`src/sv/tccv_pkg.sv`:
```
`default_nettype none
package tccv_pkg;

	typedef enum logic [3:0] {
		ST_IDLE,
		ST_DIV_X,
		ST_DIV_Y,
		ST_DIV_Z,
		ST_DIV_W,
		ST_DOT,
		ST_SCR_X,
		ST_SCR_Y,
		ST_STORE,
		ST_OUT
	} tccv_state_t;

	typedef enum logic [1:0] {
		DIV_SEL_X,
		DIV_SEL_Y,
		DIV_SEL_Z,
		DIV_SEL_ONE
	} tccv_div_sel_t;

	typedef struct packed {
		logic          load;
		logic          div_start;
		tccv_div_sel_t div_sel;
		logic          div_capture;
		logic          dot_step;
		logic          scr_x;
		logic          scr_y;
		logic          store;
		logic          out_load;
		logic          out_next;
	} tccv_cmd_t;

	typedef struct packed {
		logic div_done;
		logic dot_done;
		logic last_vertex;
		logic emit;
		logic out_last;
	} tccv_sts_t;

	localparam logic [2:0] REG_WIDTH  = 3'd0;
	localparam logic [2:0] REG_HEIGHT = 3'd1;
	localparam logic [2:0] REG_CULL   = 3'd2;
	localparam logic [2:0] REG_CAM_X  = 3'd3;
	localparam logic [2:0] REG_CAM_Y  = 3'd4;
	localparam logic [2:0] REG_CAM_Z  = 3'd5;

endpackage
`default_nettype wire

```
`src/sv/tccv_ctrl.sv`:
```
`default_nettype none
module tccv_ctrl (
	input  wire logic               clk,
	input  wire logic               arst_n,
	input  wire logic               in_valid,
	output logic                    in_stall,
	input  wire logic               out_stall,
	output logic                    out_valid,
	input  wire tccv_pkg::tccv_sts_t sts,
	output tccv_pkg::tccv_cmd_t     cmd
);
	import tccv_pkg::*;

	tccv_state_t state_q, state_d;
	logic        ov_q;

	always_ff @(posedge clk or negedge arst_n) begin
		if (!arst_n) begin
			state_q <= ST_IDLE;
			ov_q    <= 1'b0;
		end else begin
			state_q <= state_d;
			if (cmd.out_load)
				ov_q <= 1'b1;
			else if (ov_q && !out_stall && sts.out_last)
				ov_q <= 1'b0;
		end
	end

	always_comb begin
		state_d = state_q;
		unique case (state_q)
			ST_IDLE:  if (in_valid) state_d = ST_DIV_X;
			ST_DIV_X: if (sts.div_done) state_d = ST_DIV_Y;
			ST_DIV_Y: if (sts.div_done) state_d = ST_DIV_Z;
			ST_DIV_Z: if (sts.div_done) state_d = ST_DIV_W;
			ST_DIV_W: if (sts.div_done) state_d = ST_DOT;
			ST_DOT:   if (sts.dot_done) state_d = ST_SCR_X;
			ST_SCR_X: state_d = ST_SCR_Y;
			ST_SCR_Y: state_d = ST_STORE;
			ST_STORE: state_d = (sts.last_vertex && sts.emit) ? ST_OUT : ST_IDLE;
			ST_OUT:   if (!out_stall && sts.out_last) state_d = ST_IDLE;
			default:  state_d = ST_IDLE;
		endcase
	end

	always_comb begin
		cmd = '0;
		cmd.div_sel = DIV_SEL_X;
		unique case (state_q)
			ST_IDLE: begin
				cmd.load      = in_valid;
				cmd.div_start = in_valid;
			end
			ST_DIV_X: begin
				cmd.div_sel     = DIV_SEL_X;
				cmd.div_capture = sts.div_done;
				cmd.div_start   = sts.div_done;
				if (sts.div_done) cmd.div_sel = DIV_SEL_Y;
			end
			ST_DIV_Y: begin
				cmd.div_sel     = DIV_SEL_Y;
				cmd.div_capture = sts.div_done;
				cmd.div_start   = sts.div_done;
				if (sts.div_done) cmd.div_sel = DIV_SEL_Z;
			end
			ST_DIV_Z: begin
				cmd.div_sel     = DIV_SEL_Z;
				cmd.div_capture = sts.div_done;
				cmd.div_start   = sts.div_done;
				if (sts.div_done) cmd.div_sel = DIV_SEL_ONE;
			end
			ST_DIV_W: begin
				cmd.div_sel     = DIV_SEL_ONE;
				cmd.div_capture = sts.div_done;
				cmd.dot_step    = sts.div_done;
			end
			ST_DOT:   cmd.dot_step = 1'b1;
			ST_SCR_X: cmd.scr_x = 1'b1;
			ST_SCR_Y: cmd.scr_y = 1'b1;
			ST_STORE: begin
				cmd.store    = 1'b1;
				cmd.out_load = sts.last_vertex && sts.emit;
			end
			ST_OUT:   cmd.out_next = !out_stall && !sts.out_last;
			default: ;
		endcase
	end

	assign in_stall  = (state_q != ST_IDLE);
	assign out_valid = ov_q;

	a_out_only_in_out: assert property (@(posedge clk) disable iff (!arst_n)
		out_valid |-> state_q == ST_OUT) else $error("result outside output state");
	a_no_accept_busy: assert property (@(posedge clk) disable iff (!arst_n)
		state_q != ST_IDLE |-> in_stall) else $error("accept while busy");
	a_emit_from_store: assert property (@(posedge clk) disable iff (!arst_n)
		$rose(out_valid) |-> $past(state_q) == ST_STORE) else $error("bad emit");
endmodule
`default_nettype wire

```
`config.mk`:
```
export PLATFORM = sky130hd
export DESIGN_NAME = tccv_ctrl
export DESIGN_NICKNAME = d
export VERILOG_FILES = /design/src/sv/tccv_pkg.sv /design/src/sv/tccv_ctrl.sv
export SDC_FILE = /design/constraint.sdc
export NUM_CORES = 1
export LEC_CHECK = 0
export BUFFER_PORTS_ARGS = -buffer_cell sky130_fd_sc_hd__buf_2
export CORE_AREA = 2 2 39 41
export CTS_CLUSTER_DIAMETER = 100
export DETAILED_ROUTE_END_ITERATION = 6
export DIE_AREA = 0 0 41 43
export PLACE_DENSITY_LB_ADDON = 0.05
export SYNTH_ARGS = -nofsm -noshare
export SYNTH_HDL_FRONTEND = slang
export SYNTH_SLANG_ARGS = --single-unit
export TNS_END_PERCENT = 30
```
`constraint.sdc`:
```
create_clock -name clk -period 3.6 [get_ports clk]
set_input_delay 0.9 -clock clk [delete_from_list [all_inputs] [get_ports clk]]
set_output_delay 0.9 -clock clk [all_outputs]
set_load 0.005 [all_outputs]
```
==> results.toml <==
[cells_and_area]
fin_cells = 98
final_common_cell = "buf_2"
diodes = 0
fin_nets = 92
drive_gt1_share_pct = 31.7
mostFrequentLayoutCells = "buf_2 (21), nor2_1 (8), nand2_1 (5), nand2b_1 (5), dfrtp_1 (5)"
multi_input_area_um2 = 323
seq_area_um2 = 125
fillers = 153
syn2layout_area_growth_pct = 23.5

[clock_tree]
cts_buffers = 3
cts_resized = 0
cts.path.max_buffers = 2
root_buffer = "clkbuf_4"
holdBufCountCts = 0
clkTransAtPathRegs_ns = 0.04
cts_tree = "yes"
insertion_delay_ns = 0.24
cts_num_sinks = 5
cts-htree-levels = 1
cts_setup_buffers = 0

[floorplan]
die-height_um = 43
coreArea_um2 = 1380
die_w_um = 41
pin_count = 22
fp-row-count = 14
die_area_um2 = 1760
floorplan.initialDensity_pct = 35.1

[synth]
synth_top_area_share_pct = 25.8
synthFlopType = "dfrtp_1"
synth_top_family_by_area = "simple AND/OR/NAND/NOR gates"
ys_seq_elements = 5
syn_inst = 63
synth-simple-area-share_pct = 45.1
yosysTopAreaCell = "dfrtp_1"
synth_area_um2 = 485
synth_compound_area_share_pct = 15.5
yosysWarnings = 0
synth_xor_area_share_pct = 1.80
synth_edf_count = 0
synthMuxAreaShare_pct = 4.12
synth_area_per_cell_um2 = 7.71
synth_adder_area_share_pct = 0
synth.area.top_cells = "dfrtp_1 (26%), nand2b_1 (6.4%), nor2_1 (6.2%), a21oi_1 (4.1%), mux2i_1 (4.1%)"
syn_nets = 72
synth.yosys.seq_area_share_pct = 25.8
synth_cell_types = 30
async_reset_ff_share_pct = 100

[sta]
relSlewSlack_pct = 64.0
fin_hold_ws_ns = 0.464
worst_pin_slew_ns = 0.540
finalCritPeriodShare_pct = 74.2
fin_worst_skew_ns = 0.00174
period_minus_slack_ns = 2.67
clock.fmax_mhz = 375
final.setup.tns_ns = 0
finalMaxSlewViolations = 0
hold_violations = 0
setup_viol_count_final = 0
grt_setup_unrepaired = "no"

[power_and_ir_drop]
powerDensity_nw_per_um2 = 725
seqPwrFrac_pct = 34.5
pwr-share-comb_pct = 50.8
power_switching_uw = 195
p_sw_share_pct = 45.0
ir_drop_v = 0.000350
p_leak_uw = 0.000309
clkPwrFrac_pct = 14.7
p_int_uw = 239

[global_routing]
grt_start_max_net_pins = 20
grt_antenna_before_repair = 0
grt_pass1_vias = 404
grt_pass1_wl_um = 1680
grt.total_usage_pct = 14.6
grt-busiest-layer = "met2"
grt_util_met3_pct = 7.85
use_met1_pct = 18.6
grt_util_met2_pct = 20.0
grt.overflow.total = 0

[placed_design]
port_buffers = 21
hpwl_um = 820
place_congestion = 0.727
place_inst = 94

[routing]
drc_errors = 0
viasPerCell = 5.18
dr.first_iter.drc_count = 6
routed_wl_um = 1130
vias = 508
routedWlPerCell_um = 11.5
drtAntennaViolNets = 0
dr.pass1.iters = 4

[critical_path]
end_kind = "output pin"
start_kind = "input pin"
crit_top_cell = "buf_2"
path_buf_inv = 2
critPathRequiredTime_ns = 2.70
slowest_delay_ns = 0.36
cp_cell_sequence = "buf_2 -> nor2_1 -> or3b_1 -> a21oi_1 -> buf_2"
worstPathMaxFanout = 10
critPathTopFamily = "simple AND/OR/NAND/NOR gates"
crit_path_top_delay_cell = "or3b_1"
crit_type = "input pin to output pin"
arrival_ns = 1.77

[status]
status = "completed"

[min_path]
hp-class = "input pin to async pin"

[job]
max_cap_viol_count = 0
worst register-to-register path, cell delays in order (launching register included):
cell     delay, ns
dfrtp_1       0.67
or3b_4        0.47
a211o_1       0.27
nand4_1       0.09
o21ai_1       0.06
area by class of cell:
cell class	instances	area share, %
repair buffers	21	17.5
clock buffers	4	4.38
multi-input cells	52	53.9
flip-flops and latches	5	20.9
well taps	16	3.34
through the flow:
step	power [uW]	utilization (%)	setup slack [ns]	area, um2
after floorplan	316	-	1.09	485
after global placement	373	41.4	0.948	573
after detailed placement	373	41.4	0.935	573
after CTS	440	43.3	0.930	599
after global routing	478	43.3	0.847	599
final	435	43.3	0.930	599
cell usage after synthesis, types with 2 or more instances:
library cell,number
o21ai_1,4
mux2i_1,2
nand2_1,5
nor2_1,8
o21ai_0,2
nand2b_1,5
dfrtp_1,5
buf_2,3
nor3_1,4
a21oi_1,4
nor3b_1,2
final timing paths:
kind | start | to | slack [ns] | cells past startpoint
setup / recovery | sts[4] | cmd[8] | 0.93 | 5
hold / removal | arst_n | state_q[1] | 0.46 | 1
setup reg to reg | state_q[2] | state_q[0] | 1.91 | 4
hold reg to reg | out_valid | out_valid | 0.47 | 1
max in group asynchronous | arst_n | state_q[2] | 3.01 | 1
min in group clk | out_valid | out_valid | 0.47 | 1
layer usage:
| metal | wire length (um) | up-vias |
|---|---|---|
| met1 | 539 | 224 |
| met5 | 0 | - |
| met4 | 19 | 0 |
| met2 | 501 | 18 |
| li1 | - | 264 |
| met3 | 71 | 2 |
power by group through the flow:
stage                     combinational [uW]  clock (uW)  sequential [uW]
final                                    221        63.8              150
after global routing                     248        70.4              159
after CTS                                223        66.1              150
after detailed placement                 222           0              151
after global placement                   222           0              151
after floorplan                          223           0             92.9
state kept, by name, summed over array words and instances (netlist names):
signal,cells
state_q,4
out_valid,1
cells by family after synthesis:
kind of cell,after synthesis
AOI/OAI and AO/OA,13
muxes,2
DFF,5
and+or+nand+nor,36
buffers and inverters,6
xor gates and xnor gates,1
(Power assumes the default switching activity.)
